$ cat src/hw/rtl/assert_macros.svh
// ---------------------------------------------------------------------------
// assertion macros for the rtl, included by noise_burst_click_synth.sv
// ---------------------------------------------------------------------------
`ifndef ASSERT_MACROS_SVH
`define ASSERT_MACROS_SVH

// plain property, sampled on the rising clock, off while reset is low
`define NBCS_ASSERT(lbl, clk, rst_n, prop) \
  lbl: assert property (@(posedge clk) disable iff (!rst_n) (prop)) \
    else $error("nbcs assertion failed");

// same-cycle implication
`define NBCS_ASSERT_IMPL(lbl, clk, rst_n, ante, cons) \
  `NBCS_ASSERT(lbl, clk, rst_n, (ante) |-> (cons))

// next-cycle implication
`define NBCS_ASSERT_NEXT(lbl, clk, rst_n, ante, cons) \
  `NBCS_ASSERT(lbl, clk, rst_n, (ante) |=> (cons))

`endif

$ cat src/hw/rtl/nbcs_pkg.sv
// ---------------------------------------------------------------------------
// nbcs_pkg
// widths, register indexes, reset values and multiplier types of the
// noise burst synthesizer
// ---------------------------------------------------------------------------
package nbcs_pkg;

  // configuration port
  localparam int CFG_IDX_W  = 3;
  localparam int CFG_DATA_W = 32;

  localparam logic [CFG_IDX_W-1:0] CFG_NOISE_SEED      = 3'd0;
  localparam logic [CFG_IDX_W-1:0] CFG_FIRST_DECAY     = 3'd1;
  localparam logic [CFG_IDX_W-1:0] CFG_SECOND_DECAY    = 3'd2;
  localparam logic [CFG_IDX_W-1:0] CFG_SECOND_START    = 3'd3;
  localparam logic [CFG_IDX_W-1:0] CFG_SECOND_LEVEL    = 3'd4;
  localparam logic [CFG_IDX_W-1:0] CFG_SMOOTHING_COEFF = 3'd5;
  localparam logic [CFG_IDX_W-1:0] CFG_OUTPUT_GAIN     = 3'd6;
  localparam logic [CFG_IDX_W-1:0] CFG_CLIP_LENGTH     = 3'd7;

  // field and state widths
  localparam int SEED_W   = 32;
  localparam int COEF_W   = 16;
  localparam int POS_W    = 13;
  localparam int LEN_W    = 14;
  localparam int ENV_W    = 17;
  localparam int FILT_W   = 24;
  localparam int SAMPLE_W = 16;

  // noise value: 14 generator bits, offset to signed, times eight
  localparam int NOISE_LSB = 9;
  localparam int NOISE_MSB = 22;
  localparam int NOISE_PAD = 3;
  localparam int NOISE_W   = NOISE_MSB - NOISE_LSB + 1 + NOISE_PAD;

  // fixed point shifts
  localparam int Q16_SHIFT  = 16;
  localparam int X_SHIFT    = 12;
  localparam int GAIN_SHIFT = 20;

  localparam int MAX_CLIP_SAMPLES = 8192;
  localparam int SAMPLE_LIMIT     = 32767;

  localparam logic [SEED_W-1:0] LCG_MUL = 32'd1664525;
  localparam logic [SEED_W-1:0] LCG_ADD = 32'd1013904223;
  localparam logic [ENV_W-1:0]  ENV_ONE = 17'h10000;

  // register reset values
  localparam logic [SEED_W-1:0] RST_NOISE_SEED      = 32'h9E3779B9;
  localparam logic [COEF_W-1:0] RST_FIRST_DECAY     = 16'd65328;
  localparam logic [COEF_W-1:0] RST_SECOND_DECAY    = 16'd65358;
  localparam logic [POS_W-1:0]  RST_SECOND_START    = 13'd2426;
  localparam logic [COEF_W-1:0] RST_SECOND_LEVEL    = 16'd45875;
  localparam logic [COEF_W-1:0] RST_SMOOTHING_COEFF = 16'd29491;
  localparam logic [COEF_W-1:0] RST_OUTPUT_GAIN     = 16'd22000;
  localparam logic [LEN_W-1:0]  RST_CLIP_LENGTH     = 14'd6174;

  // digit serial multiplier: signed a times unsigned b, 4 bits of b a cycle
  localparam int MUL_A_W     = 26;
  localparam int MUL_B_W     = 32;
  localparam int MUL_DIGIT_W = 4;
  localparam int MUL_STEPS   = MUL_B_W / MUL_DIGIT_W;
  localparam int MUL_CNT_W   = $clog2(MUL_STEPS);
  localparam int MUL_H_W     = MUL_A_W + MUL_DIGIT_W + 1;
  localparam int MUL_P_W     = MUL_H_W + MUL_B_W;

  typedef struct packed {
    logic                      start;
    logic signed [MUL_A_W-1:0] a;
    logic [MUL_B_W-1:0]        b;
  } mul_req_t;

  typedef struct packed {
    logic                      done;
    logic signed [MUL_P_W-1:0] prod;
  } mul_rsp_t;

endpackage

$ cat src/hw/rtl/nbcs_mul.sv
// ---------------------------------------------------------------------------
// nbcs_mul
// digit serial multiplier, one 4-bit digit of the unsigned operand a cycle,
// partial sums shifted right through a high/low product register
// ---------------------------------------------------------------------------
module nbcs_mul import nbcs_pkg::*; (
  input  logic     clk_i,
  input  logic     rst_ni,
  input  mul_req_t req_i,
  output mul_rsp_t rsp_o
);

  logic signed [MUL_A_W-1:0] a_q, a_d;
  logic signed [MUL_H_W-1:0] h_q, h_d;
  logic [MUL_B_W-1:0]        l_q, l_d;
  logic [MUL_CNT_W-1:0]      cnt_q, cnt_d;
  logic                      busy_q, busy_d;
  logic                      done_q, done_d;
  logic signed [MUL_H_W-1:0] pp;
  logic [MUL_H_W:0]          sum;

  always_comb begin
    // a times the low digit of b, digit taken as unsigned
    pp  = a_q * $signed({1'b0, l_q[MUL_DIGIT_W-1:0]});
    sum = {h_q[MUL_H_W-1], h_q} + {pp[MUL_H_W-1], pp};

    a_d    = a_q;
    h_d    = h_q;
    l_d    = l_q;
    cnt_d  = cnt_q;
    busy_d = busy_q;
    done_d = 1'b0;

    if (req_i.start) begin
      a_d    = req_i.a;
      h_d    = '0;
      l_d    = req_i.b;
      cnt_d  = '0;
      busy_d = 1'b1;
    end else if (busy_q) begin
      // arithmetic shift of the running sum, low digit into the product
      h_d   = {{(MUL_DIGIT_W-1){sum[MUL_H_W]}}, sum[MUL_H_W:MUL_DIGIT_W]};
      l_d   = {sum[MUL_DIGIT_W-1:0], l_q[MUL_B_W-1:MUL_DIGIT_W]};
      cnt_d = cnt_q + 1'b1;
      if (cnt_q == MUL_CNT_W'(MUL_STEPS - 1)) begin
        busy_d = 1'b0;
        done_d = 1'b1;
      end
    end
  end

  always_ff @(posedge clk_i or negedge rst_ni) begin
    if (!rst_ni) begin
      busy_q <= 1'b0;
      done_q <= 1'b0;
      cnt_q  <= '0;
    end else begin
      busy_q <= busy_d;
      done_q <= done_d;
      cnt_q  <= cnt_d;
    end
  end

  always_ff @(posedge clk_i) begin
    a_q <= a_d;
    h_q <= h_d;
    l_q <= l_d;
  end

  assign rsp_o.done = done_q;
  assign rsp_o.prod = $signed({h_q, l_q});

endmodule

$ cat src/hw/rtl/noise_burst_click_synth.sv
// ---------------------------------------------------------------------------
// noise_burst_click_synth: decaying noise burst sample generator
// six products per request on the 4-bit serial multiplier while the clip plays
// and none once finished; requests stall until the output reg takes the result
// reset loads register defaults and a fresh clip at sample zero, no clear pass
// ---------------------------------------------------------------------------
`include "assert_macros.svh"

module noise_burst_click_synth import nbcs_pkg::*; (
  input  logic                       clk_i,
  input  logic                       rst_ni,
  // configuration writes
  input  logic                       cfg_valid_i,
  output logic                       cfg_ready_o,
  input  logic [CFG_IDX_W-1:0]       cfg_index_i,
  input  logic [CFG_DATA_W-1:0]      cfg_data_i,
  // request side
  input  logic                       in_valid_i,
  output logic                       in_stall_o,
  input  logic                       restart_i,
  // result side
  output logic                       out_valid_o,
  input  logic                       out_stall_i,
  output logic signed [SAMPLE_W-1:0] sample_o,
  output logic [POS_W-1:0]           sample_index_o,
  output logic                       last_o,
  output logic                       finished_o
);

  // sequencer states
  localparam logic [1:0] ST_IDLE = 2'd0;
  localparam logic [1:0] ST_GO   = 2'd1;  // issue one product
  localparam logic [1:0] ST_WAIT = 2'd2;  // wait for it, then write back
  localparam logic [1:0] ST_OUT  = 2'd3;  // hand the result to the output reg

  // products in issue order; the envelopes decay after the sample is formed
  localparam logic [2:0] OP_LCG  = 3'd0;  // generator step
  localparam logic [2:0] OP_X    = 3'd1;  // noise times envelope sum
  localparam logic [2:0] OP_FILT = 3'd2;  // low-pass step
  localparam logic [2:0] OP_GAIN = 3'd3;  // output gain
  localparam logic [2:0] OP_ENV1 = 3'd4;  // first envelope decay
  localparam logic [2:0] OP_ENV2 = 3'd5;  // second envelope decay

  localparam int GP_W = FILT_W + COEF_W;    // gain product width
  localparam int GQ_W = GP_W - GAIN_SHIFT;  // gain quotient width

  // configuration registers
  logic [SEED_W-1:0] seed_q;
  logic [COEF_W-1:0] decay1_q;
  logic [COEF_W-1:0] decay2_q;
  logic [POS_W-1:0]  start2_q;
  logic [COEF_W-1:0] level2_q;
  logic [COEF_W-1:0] smooth_q;
  logic [COEF_W-1:0] gain_q;
  logic [LEN_W-1:0]  clip_len_q;

  // clip state
  logic [SEED_W-1:0]        noise_q;
  logic [POS_W-1:0]         pos_q;
  logic [ENV_W-1:0]         env1_q;
  logic [ENV_W-1:0]         env2_q;
  logic signed [FILT_W-1:0] fs_q;
  logic                     done_q;

  // sequencer
  logic [1:0] state_q, state_d;
  logic [2:0] op_q, op_d;

  // intermediate and result registers
  logic signed [FILT_W-1:0]   x_q;
  logic signed [SAMPLE_W-1:0] res_sample_q;
  logic [POS_W-1:0]           res_index_q;
  logic                       res_last_q;
  logic                       res_fin_q;

  logic                       out_valid_q;
  logic signed [SAMPLE_W-1:0] sample_q;
  logic [POS_W-1:0]           index_q;
  logic                       last_q;
  logic                       fin_q;

  mul_req_t mul_req;
  mul_rsp_t mul_rsp;

  logic                       cfg_we;
  logic                       accept;
  logic                       wb;
  logic                       out_load;
  logic signed [NOISE_W-1:0]  noise_val;
  logic [ENV_W-1:0]           env_sum;
  logic signed [FILT_W:0]     filt_diff;
  logic [LEN_W-1:0]           eff_len;
  logic                       is_last;
  logic [GP_W-1:0]            gain_prod;
  logic [GP_W-1:0]            gain_biased;
  logic signed [GQ_W-1:0]     gain_quot;
  logic signed [SAMPLE_W-1:0] gain_sat;

  // ---------------------------------------------------------------------
  // configuration port, always ready, unguarded; user writes only between requests
  // ---------------------------------------------------------------------
  assign cfg_ready_o = 1'b1;
  assign cfg_we      = cfg_valid_i & cfg_ready_o;

  always_ff @(posedge clk_i or negedge rst_ni) begin
    if (!rst_ni) begin
      seed_q     <= RST_NOISE_SEED;
      decay1_q   <= RST_FIRST_DECAY;
      decay2_q   <= RST_SECOND_DECAY;
      start2_q   <= RST_SECOND_START;
      level2_q   <= RST_SECOND_LEVEL;
      smooth_q   <= RST_SMOOTHING_COEFF;
      gain_q     <= RST_OUTPUT_GAIN;
      clip_len_q <= RST_CLIP_LENGTH;
    end else if (cfg_we) begin
      unique case (cfg_index_i)
        CFG_NOISE_SEED:      seed_q     <= cfg_data_i[SEED_W-1:0];
        CFG_FIRST_DECAY:     decay1_q   <= cfg_data_i[COEF_W-1:0];
        CFG_SECOND_DECAY:    decay2_q   <= cfg_data_i[COEF_W-1:0];
        CFG_SECOND_START:    start2_q   <= cfg_data_i[POS_W-1:0];
        CFG_SECOND_LEVEL:    level2_q   <= cfg_data_i[COEF_W-1:0];
        CFG_SMOOTHING_COEFF: smooth_q   <= cfg_data_i[COEF_W-1:0];
        CFG_OUTPUT_GAIN:     gain_q     <= cfg_data_i[COEF_W-1:0];
        CFG_CLIP_LENGTH:     clip_len_q <= cfg_data_i[LEN_W-1:0];
        default: ;
      endcase
    end
  end

  // ---------------------------------------------------------------------
  // handshakes
  // ---------------------------------------------------------------------
  assign in_stall_o = (state_q != ST_IDLE);
  assign accept     = in_valid_i & ~in_stall_o;
  assign wb         = (state_q == ST_WAIT) & mul_rsp.done;
  // output reg takes the result when empty or being drained this cycle
  assign out_load   = (state_q == ST_OUT) & (~out_valid_q | ~out_stall_i);

  // ---------------------------------------------------------------------
  // datapath helpers
  // ---------------------------------------------------------------------
  always_comb begin
    // 14 generator bits minus 8192, scaled by eight: flip the top bit
    noise_val = {~noise_q[NOISE_MSB], noise_q[NOISE_MSB-1:NOISE_LSB], {NOISE_PAD{1'b0}}};

    // second envelope at most 65535, first at most one: sum fits 17 bits
    env_sum   = env1_q + env2_q;
    filt_diff = {x_q[FILT_W-1], x_q} - {fs_q[FILT_W-1], fs_q};

    // zero length acts as one sample, long clips clamp to the maximum
    if (clip_len_q == '0) begin
      eff_len = LEN_W'(1);
    end else if (clip_len_q > LEN_W'(MAX_CLIP_SAMPLES)) begin
      eff_len = LEN_W'(MAX_CLIP_SAMPLES);
    end else begin
      eff_len = clip_len_q;
    end
    is_last = (({1'b0, pos_q} + LEN_W'(1)) >= eff_len);

    // gain product: truncate toward zero by biasing negatives, then clamp
    gain_prod   = mul_rsp.prod[GP_W-1:0];
    gain_biased = gain_prod + GP_W'({GAIN_SHIFT{gain_prod[GP_W-1]}});
    gain_quot   = $signed(gain_biased[GP_W-1:GAIN_SHIFT]);
    if (gain_quot > $signed(GQ_W'(SAMPLE_LIMIT))) begin
      gain_sat = SAMPLE_W'(SAMPLE_LIMIT);
    end else if (gain_quot < -$signed(GQ_W'(SAMPLE_LIMIT))) begin
      gain_sat = SAMPLE_W'(-SAMPLE_LIMIT);
    end else begin
      gain_sat = gain_quot[SAMPLE_W-1:0];
    end
  end

  // ---------------------------------------------------------------------
  // operand select for the shared multiplier
  // ---------------------------------------------------------------------
  always_comb begin
    mul_req.start = (state_q == ST_GO);
    mul_req.a     = '0;
    mul_req.b     = '0;
    unique case (op_q)
      OP_LCG: begin
        mul_req.a = MUL_A_W'(LCG_MUL);
        mul_req.b = noise_q;
      end
      OP_X: begin
        mul_req.a = MUL_A_W'(noise_val);
        mul_req.b = MUL_B_W'(env_sum);
      end
      OP_FILT: begin
        mul_req.a = MUL_A_W'(filt_diff);
        mul_req.b = MUL_B_W'(smooth_q);
      end
      OP_GAIN: begin
        mul_req.a = MUL_A_W'(fs_q);
        mul_req.b = MUL_B_W'(gain_q);
      end
      OP_ENV1: begin
        mul_req.a = MUL_A_W'(env1_q);
        mul_req.b = MUL_B_W'(decay1_q);
      end
      OP_ENV2: begin
        mul_req.a = MUL_A_W'(env2_q);
        mul_req.b = MUL_B_W'(decay2_q);
      end
      default: ;
    endcase
  end

  nbcs_mul u_mul (
    .clk_i  (clk_i),
    .rst_ni (rst_ni),
    .req_i  (mul_req),
    .rsp_o  (mul_rsp)
  );

  // ---------------------------------------------------------------------
  // sequencer: a request on a finished clip without restart goes straight to output,
  // otherwise the six products run one after another
  // ---------------------------------------------------------------------
  always_comb begin
    state_d = state_q;
    op_d    = op_q;
    unique case (state_q)
      ST_IDLE: begin
        if (accept) begin
          op_d    = OP_LCG;
          state_d = (restart_i || !done_q) ? ST_GO : ST_OUT;
        end
      end
      ST_GO: state_d = ST_WAIT;
      ST_WAIT: begin
        if (mul_rsp.done) begin
          op_d    = op_q + 1'b1;
          state_d = (op_q == OP_ENV2) ? ST_OUT : ST_GO;
        end
      end
      ST_OUT: begin
        if (out_load) begin
          state_d = ST_IDLE;
        end
      end
      default: state_d = ST_IDLE;
    endcase
  end

  always_ff @(posedge clk_i or negedge rst_ni) begin
    if (!rst_ni) begin
      state_q <= ST_IDLE;
      op_q    <= OP_LCG;
    end else begin
      state_q <= state_d;
      op_q    <= op_d;
    end
  end

  // ---------------------------------------------------------------------
  // clip state: restart clears at accept, products write back in turn
  // ---------------------------------------------------------------------
  always_ff @(posedge clk_i or negedge rst_ni) begin
    if (!rst_ni) begin
      noise_q <= RST_NOISE_SEED;
      pos_q   <= '0;
      env1_q  <= ENV_ONE;
      env2_q  <= '0;
      fs_q    <= '0;
      done_q  <= 1'b0;
    end else if (accept) begin
      if (restart_i) begin
        noise_q <= seed_q;
        pos_q   <= '0;
        env1_q  <= ENV_ONE;
        env2_q  <= '0;
        fs_q    <= '0;
        done_q  <= 1'b0;
      end
    end else if (wb) begin
      unique case (op_q)
        OP_LCG: begin
          noise_q <= mul_rsp.prod[SEED_W-1:0] + LCG_ADD;
          // second burst loads before the envelopes are summed
          if (pos_q == start2_q) begin
            env2_q <= ENV_W'(level2_q);
          end
        end
        OP_FILT: fs_q <= fs_q + mul_rsp.prod[Q16_SHIFT+FILT_W-1:Q16_SHIFT];
        OP_ENV1: env1_q <= mul_rsp.prod[Q16_SHIFT+ENV_W-1:Q16_SHIFT];
        OP_ENV2: begin
          env2_q <= mul_rsp.prod[Q16_SHIFT+ENV_W-1:Q16_SHIFT];
          pos_q  <= pos_q + 1'b1;
          if (is_last) begin
            done_q <= 1'b1;
          end
        end
        default: ;
      endcase
    end
  end

  // filtered input and pending result
  always_ff @(posedge clk_i) begin
    if (accept && !restart_i && done_q) begin
      // silence once the clip is over
      res_sample_q <= '0;
      res_index_q  <= '0;
      res_last_q   <= 1'b0;
      res_fin_q    <= 1'b1;
    end else if (wb) begin
      unique case (op_q)
        OP_X: x_q <= mul_rsp.prod[X_SHIFT+FILT_W-1:X_SHIFT];
        OP_GAIN: begin
          res_sample_q <= gain_sat;
          res_index_q  <= pos_q;
          res_last_q   <= is_last;
          res_fin_q    <= 1'b0;
        end
        default: ;
      endcase
    end
  end

  // ---------------------------------------------------------------------
  // output register, decouples the result side from the sequencer
  // ---------------------------------------------------------------------
  always_ff @(posedge clk_i or negedge rst_ni) begin
    if (!rst_ni) begin
      out_valid_q <= 1'b0;
    end else if (out_load) begin
      out_valid_q <= 1'b1;
    end else if (!out_stall_i) begin
      out_valid_q <= 1'b0;
    end
  end

  always_ff @(posedge clk_i) begin
    if (out_load) begin
      sample_q <= res_sample_q;
      index_q  <= res_index_q;
      last_q   <= res_last_q;
      fin_q    <= res_fin_q;
    end
  end

  assign out_valid_o    = out_valid_q;
  assign sample_o       = sample_q;
  assign sample_index_o = index_q;
  assign last_o         = last_q;
  assign finished_o     = fin_q;

  // ---------------------------------------------------------------------
  // checks
  // ---------------------------------------------------------------------
  // a product only completes while the sequencer waits for it
  `NBCS_ASSERT_IMPL(a_done_in_wait, clk_i, rst_ni, mul_rsp.done, state_q == ST_WAIT)
  // the serial product never returns the cycle after issue
  `NBCS_ASSERT_NEXT(a_no_early_done, clk_i, rst_ni, state_q == ST_GO, !mul_rsp.done)
  // a request on a finished clip without restart yields a silent result
  `NBCS_ASSERT_NEXT(a_fin_result, clk_i, rst_ni, accept && !restart_i && done_q, res_fin_q)
  // a finished result carries silence and no last flag
  `NBCS_ASSERT_IMPL(a_fin_silent, clk_i, rst_ni, out_valid_o && finished_o,
                    sample_o == '0 && !last_o)

endmodule

$ cat config.mk
export PLATFORM = sky130hd
export DESIGN_NAME = noise_burst_click_synth
export DESIGN_NICKNAME = d
export VERILOG_FILES = /design/src/hw/rtl/nbcs_pkg.sv /design/src/hw/rtl/nbcs_mul.sv /design/src/hw/rtl/noise_burst_click_synth.sv
export VERILOG_INCLUDE_DIRS = /design/src /design/src/hw/rtl
export SDC_FILE = /design/constraint.sdc
export NUM_CORES = 1
export LEC_CHECK = 0
export BUFFER_PORTS_ARGS = -buffer_cell sky130_fd_sc_hd__buf_2
export CAP_MARGIN = 20
export CELL_PAD_IN_SITES_DETAIL_PLACEMENT = 0
export CELL_PAD_IN_SITES_GLOBAL_PLACEMENT = 1
export CORE_UTILIZATION = 55
export CTS_CLUSTER_SIZE = 12
export DETAILED_ROUTE_END_ITERATION = 16
export HOLD_SLACK_MARGIN = 0.03
export PLACE_DENSITY = 0.9
export SYNTH_ARGS = -nofsm -noshare
export SYNTH_HDL_FRONTEND = slang
export SYNTH_SLANG_ARGS = --single-unit
$ cat constraint.sdc
create_clock -name clk_i -period 11.4 [get_ports clk_i]
set_input_delay 1.71 -clock clk_i [delete_from_list [all_inputs] [get_ports clk_i]]
set_output_delay 1.71 -clock clk_i [all_outputs]
set_load 0.1 [all_outputs]
==> impl_metrics.ini, run 1 <==
[status]
run_status = finished clean

[timing]
fin_crit_sh = 0.520
clock-skew-final_ns = 0.0441
worst_pin_slew_ns = 1.11
period_minus_slack_ns = 5.92
fmax_mhz = 169
timing.slew.headroom = 0.258
rsz0062_at_grt = false
slew_violations = 0
hold_viol = 0
hold_ws_ns = 0.429
setup_viol = 0
timing.setup.tns_ns = 0

[clocking]
htree_levels = 2
worst_setup_hold_path_clk_slew_ns = 0.06
clock_latency_ns = 0.61
cts-hold-fix-buffers = 0
cts_made_buffers = 49
cts_max_path_buffers = 3
cts_tree = yes
sinks_on_the_clock_net = 425
root_buffer = sky130_fd_sc_hd__clkbuf_16
postCtsResizedCells = 0
postCtsSetupRepairBufs = 0

[synth]
netlist.top_cell.by_area = sky130_fd_sc_hd__dfrtp_1
yosysSeqAreaShare = 0.413
number_of_different_library_cells_in_the_post_synthesis_netlist = 88
post_synthesis_instance_total = 2627
synth_fp_nets = 2916
ys_warn_count = 0
synthesis.area_sq_um = 26700
postSynth.topFlopCell = sky130_fd_sc_hd__dfrtp_1
synth_most_common_cell = sky130_fd_sc_hd__nand2_1
ys_async_sr_fraction = 0.598
synth_common_cells = sky130_fd_sc_hd__nand2_1 (240), sky130_fd_sc_hd__inv_1 (189), sky130_fd_sc_hd__ha_1 (166), sky130_fd_sc_hd__dfrtp_1 (152)
syn-mean-instance-area_sq_um = 10.2
netlist_top_cells_area = sky130_fd_sc_hd__dfrtp_1 (14%), sky130_fd_sc_hd__edfxtp_1 (13%), sky130_fd_sc_hd__dfstp_2 (10%)
synth_largest_type_area_fraction = 0.142
yosys_register_bits = 425
synth_edf_count = 112

[detailed_routing]
first_iter_violations = 1869
detail_route.first_pass.iterations = 7
antenna_violating_nets_remaining = 0
post_drt_wl_per_cell_um = 22.8
drcViolationCount = 0
avgViaCountPerCell = 6.26
routed-via-count = 20763
wirelength_um = 75600

[worst_setup_path]
cp.arrival_ns = 6.40
r2r_end = u_mul.h_q[26]
max_stage_delay_ns = 0.98
critical_path.reg2reg.startpoint = u_mul.l_q[0]
critPathLaunchType = flop
critical_path.most_common_cell = sky130_fd_sc_hd__fa_1
timing.critical_path.to_type = flop
setup.worst_path.start = u_mul.l_q[0]
critical_path.cell_chain = and2_1 > fa_1 > inv_1 > fa_1 > fa_1 > inv_1 > ha_1 > a21o_1 > a21oi_1 > o21ai_0 > a21o_1 > a31o_2 > a211oi_1 > o21ai_0 > a41oi_1 > mux2i_1 > a311o_1
critPathCapture = u_mul.h_q[26]
reg2reg_depth = 17
slowest_stage = sky130_fd_sc_hd__edfxtp_1
setup.worst_path.class = reg -> reg
crit_fanout = 30
critPathRequiredTime_ns = 11.88
regToRegSetupSlack_ns = 5.48

[hold_path]
kind_of_path_behind_the_tightest_hold_check = reg -> reg
number_of_instances_on_the_worst_hold_path = 0
hp-start = res_index_q[5]

[global_routing]
first_global_vias = 20914
globalRouteTotalUtil = 0.309
antenna_found_initial = 3
overall_overflow_remaining_after_global_route = 0
grt_first_pass_wirelength_um = 118000
largest_net_degree_at_the_start_of_global_routing = 123

[floorplan]
top_level_ports = 75
fp.dieArea_sq_um = 49500
rows = 80
floorplan.die.width_um = 222
initial_utilization = 0.558
core_sq_um = 47800
vertical_extent_of_the_die_um = 222

[pwr]
power_frac_comb = 0.061
p_sw_frac = 0.232
pwr-share-seq = 0.497
pwr-share-clk = 0.442
total_leakage_power_uw = 0.0131
max-vdd-ir-drop_v = 0.000127
netSwitchingPower_uw = 835
p_per_area_nw_per_um2 = 123
power.internal_uw = 2770

[job]
drv.max_cap_violation_count = 0

[placed_design]
dp_cells = 3223
placement.cell_area_sq_um = 27700
hpwl_um = 53900
gpl.final_weighted_congestion = 0.944
io_buffers = 73

[final_layout]
fin_util = 0.613
finalNonFillerCells = 3315
antenna-diode-count = 0
final_area_sq_um = 29300
layout.nets = 2950
flow.area_growth_from_synthesis_pct = 9.88
final_layout_size_suffix_gt1_frac = 0.176
[cells in the final DEF, fill, tap and decap left out, drive strengths merged, types with 13 or more instances in the layout]
master and count:
dfrtp 152, a222oi 22, a21oi 147, dfxtp 59
dfstp 102, a211oi 24, buf 113, o31ai 27
nor2 147, o21a 19, clkbuf 77, nand2 240
edfxtp 112, mux2 147, a31oi 21, a22o 46
a22oi 23, mux2i 39, nor3 33, a21o 43
inv 192, or3 14, nand3 55, xor2 61
fa 82, nand4 21, and3 18, ha 166
o21ai 144, and2 110, xnor2 71, nor2b 13
[metal layers]
layer	GRT usage	share of wire
met1	0.400	0.41
met2	0.506	0.47
met3	0.0534	0.076
met4	0.145	0.048
met5	0	0.00017
[sequential cells by signal, summed over array words and instances (netlist names), 2 cells and up]
name	flops
x_q	24
gain_q	16
seed_q	32
env1_q	17
state_q	2
sample_o	16
res_sample_q	16
level2_q	16
clip_len_q	14
noise_q	32
pos_q	13
smooth_q	16
u_mul.l_q	32
start2_q	13
u_mul.cnt_q	3
op_q	3
fs_q	24
u_mul.h_q	28
u_mul.a_q	25
decay2_q	16
env2_q	17
decay1_q	16
sample_index_o	13
res_index_q	13
[power groups by stage]
stage | logic (uW) | registers, uW | clock network [uW]
2_1_floorplan | 158 | 1780 | 0
3_3_place_gp | 209 | 1800 | 0
3_5_place_dp | 219 | 1810 | 0
4_1_cts | 221 | 1780 | 1610
5_1_grt | 243 | 1800 | 1670
6_report | 220 | 1790 | 1590
[cells by family (layout without fill, tap and decap cells)]
| logic type | count (synthesis) | count (layout) | synth area share |
|---|---|---|---|
| DFF | 425 | 425 | 0.413 |
| adders and majority gates | 248 | 248 | 0.139 |
| AOI/OAI and AO/OA | 614 | 614 | 0.154 |
| other | 1 | 1 | 0.000140 |
| buffers and inverters | 321 | 394 | 0.0465 |
| and+or+nand+nor | 700 | 700 | 0.127 |
| xor gates and xnor gates | 132 | 132 | 0.0433 |
| muxes | 186 | 186 | 0.0766 |
[area by class of cell]
type,count,area [sq um]
Clock buffer,77,1510
Clock inverter,13,136
Inverter,191,717
Multi-Input combinational cell,1881,14500
Sequential cell,425,11000
Tap cell,615,769
Fill cell,3988,18500
Timing Repair Buffer,113,687
[stage by stage]
step                worst slack [ns]  power (uW)
floorplan                       6.38        1930
global placement                5.75        2010
detailed placement              5.52        2030
CTS                             5.51        3620
global route                    5.24        3710
finish                          5.48        3600
[worst max-delay path, delay by kind of cell (launching register included)]
kind / cells / cell delay [ns]
AO/OA/AOI/OAI: 9 / 2.58
buffers and inverters: 2 / 0.13
flip-flops: 1 / 0.98
multiplexers: 1 / 0.12
adder cells (fa/ha/maj): 4 / 1.74
AND/OR/NAND/NOR: 1 / 0.25
[worst min path at each step]
stage | to
floorplan | last_o
global placement | last_o
detailed placement | sample_index_o[7]
finish | sample_index_o[5]
global route | sample_index_o[10]
CTS | sample_index_o[7]
Power figures use the tool's default switching activity.
==> run 2, diff against run 1 <==
- CORE_UTILIZATION: 55 -> 46
- PLACE_DENSITY: 0.9 -> 0.8
- clock period: 11.4 -> 5.24 ns (I/O delays scaled with it)
==> impl_metrics.ini, run 2 (synthesized netlist as in run 1, its figures left out) <==
[status]
run_status = finished clean

[worst_setup_path]
critPathLaunchType = flop
r2r_end = u_mul.h_q[26]
cp.arrival_ns = 5.46
critPathRequiredTime_ns = 5.73
reg2reg_depth = 18
setup.worst_path.class = reg -> reg
timing.critical_path.to_type = flop
critical_path.reg2reg.startpoint = u_mul.l_q[1]
crit_fanout = 20
regToRegSetupSlack_ns = 0.26

[floorplan]
rows = 87
fp.dieArea_sq_um = 59000
top_level_ports = 75
floorplan.die.width_um = 243
initial_utilization = 0.469
vertical_extent_of_the_die_um = 243
core_sq_um = 56900

[detailed_routing]
post_drt_wl_per_cell_um = 22.1
routed-via-count = 20575
detail_route.first_pass.iterations = 7
wirelength_um = 77000
first_iter_violations = 1709
drcViolationCount = 0
antenna_violating_nets_remaining = 0
avgViaCountPerCell = 5.91

[global_routing]
first_global_vias = 20841
overall_overflow_remaining_after_global_route = 0
grt_first_pass_wirelength_um = 120000
antenna_found_initial = 1
largest_net_degree_at_the_start_of_global_routing = 147
globalRouteTotalUtil = 0.261

[clocking]
clock_latency_ns = 0.61
cts_made_buffers = 48
cts_max_path_buffers = 3
root_buffer = sky130_fd_sc_hd__clkbuf_16
cts_tree = yes
htree_levels = 2
worst_setup_hold_path_clk_slew_ns = 0.06
sinks_on_the_clock_net = 425

[final_layout]
reg.largest.list = noise_q: 32 flops, seed_q: 32 flops, u_mul.l_q: 32 flops
antenna-diode-count = 0
layout.cells.most_common = sky130_fd_sc_hd__nand2_1
flow.area_growth_from_synthesis_pct = 11.4
layout.nets = 2978
final_layout_size_suffix_gt1_frac = 0.186
most_used_cells_in_the_layout_excluding_fill_and_tap_cells = sky130_fd_sc_hd__nand2_1 (240), sky130_fd_sc_hd__inv_1 (189), sky130_fd_sc_hd__ha_1 (165)

[placed_design]
io_buffers = 73
hpwl_um = 56100
gpl.final_weighted_congestion = 0.917

[timing]
fmax_mhz = 201
fin_crit_sh = 0.950
setup_viol = 0
hold_viol = 0
worst_pin_slew_ns = 1.19
slew_violations = 0
period_minus_slack_ns = 4.98
hold_ws_ns = 0.0782
timing.slew.headroom = 0.208
clock-skew-final_ns = 0.0266
timing.setup.tns_ns = 0
rsz0062_at_grt = false

[pwr]
total_leakage_power_uw = 0.0132
max-vdd-ir-drop_v = 0.000310
p_per_area_nw_per_um2 = 262

[job]
drv.max_cap_violation_count = 0

[hold_path]
kind_of_path_behind_the_tightest_hold_check = in -> async
[run 2: power by group]
part	internal, uW	switching [uW]
sequential	3720	166
combinational	263	217
clock	2000	1420
[run 2: through the flow]
stage | utilization | instance area (sq um) | setup slack (ns) | instances | power, uW
after floorplan | - | 26700 | 0.224 | 2627 | 4210
after global placement | 0.493 | 28100 | 0.180 | 3392 | 4390
after detailed placement | 0.493 | 28100 | 0.0948 | 3393 | 4420
after CTS | 0.522 | 29700 | 0.103 | 3482 | 7850
after global routing | 0.522 | 29700 | 0.00570 | 3484 | 8040
final | 0.522 | 29700 | 0.263 | 3484 | 7790
[run 2: repair_timing]
item / 4_1_cts / 5_1_grt
endpoints found under the hold margin: 0 / 0
hold buffers: 0 / 0
setup endpoints to repair: 0 / 3
buffers inserted: 0 / 0
gates resized for setup: 0 / 4
[run 2: critical path, cell delays in order, from the launching register on]
cell	delay, ns
sky130_fd_sc_hd__edfxtp_1	0.44
sky130_fd_sc_hd__buf_4	0.24
sky130_fd_sc_hd__and2_1	0.17
sky130_fd_sc_hd__fa_1	0.47
sky130_fd_sc_hd__fa_1	0.49
sky130_fd_sc_hd__inv_1	0.05
sky130_fd_sc_hd__fa_1	0.53
sky130_fd_sc_hd__inv_1	0.05
sky130_fd_sc_hd__ha_1	0.36
sky130_fd_sc_hd__a21oi_1	0.17
sky130_fd_sc_hd__o21ai_0	0.14
sky130_fd_sc_hd__a21o_1	0.22
sky130_fd_sc_hd__a21o_1	0.18
sky130_fd_sc_hd__a31o_2	0.28
sky130_fd_sc_hd__a211oi_2	0.26
sky130_fd_sc_hd__o21ai_1	0.15
sky130_fd_sc_hd__a41oi_1	0.26
sky130_fd_sc_hd__mux2i_1	0.10
sky130_fd_sc_hd__a311o_1	0.31
[run 2: per-layer routing]
metal / track usage / wire length (um) / up-vias / part of all wire
li1: - / - / 9466 / -
met1: 0.349 / 33200 / 10255 / 0.43
met2: 0.436 / 36600 / 694 / 0.47
met3: 0.0310 / 4640 / 160 / 0.060
met4: 0.0966 / 2620 / 0 / 0.034
met5: 0 / 0 / - / 0
[run 2: worst max path at each step]
stage	endpoint	start	slack, ns
3_3_place_gp	u_mul.h_q[26]	u_mul.l_q[1]	0.18
4_1_cts	u_mul.h_q[26]	u_mul.l_q[1]	0.10
3_5_place_dp	u_mul.h_q[26]	u_mul.l_q[1]	0.09
2_1_floorplan	u_mul.h_q[26]	u_mul.l_q[0]	0.22
6_report	u_mul.h_q[26]	u_mul.l_q[1]	0.26
5_1_grt	u_mul.h_q[26]	u_mul.l_q[1]	0.006
[run 2: layout make-up]
type	count	area [sq um]
fill	5085	27200
multi-input combinational	1881	14500
sequential	425	11000
clock buffer	75	1440
tap	756	946
timing repair buffer	142	921
inverter	191	717
clock inverter	14	173
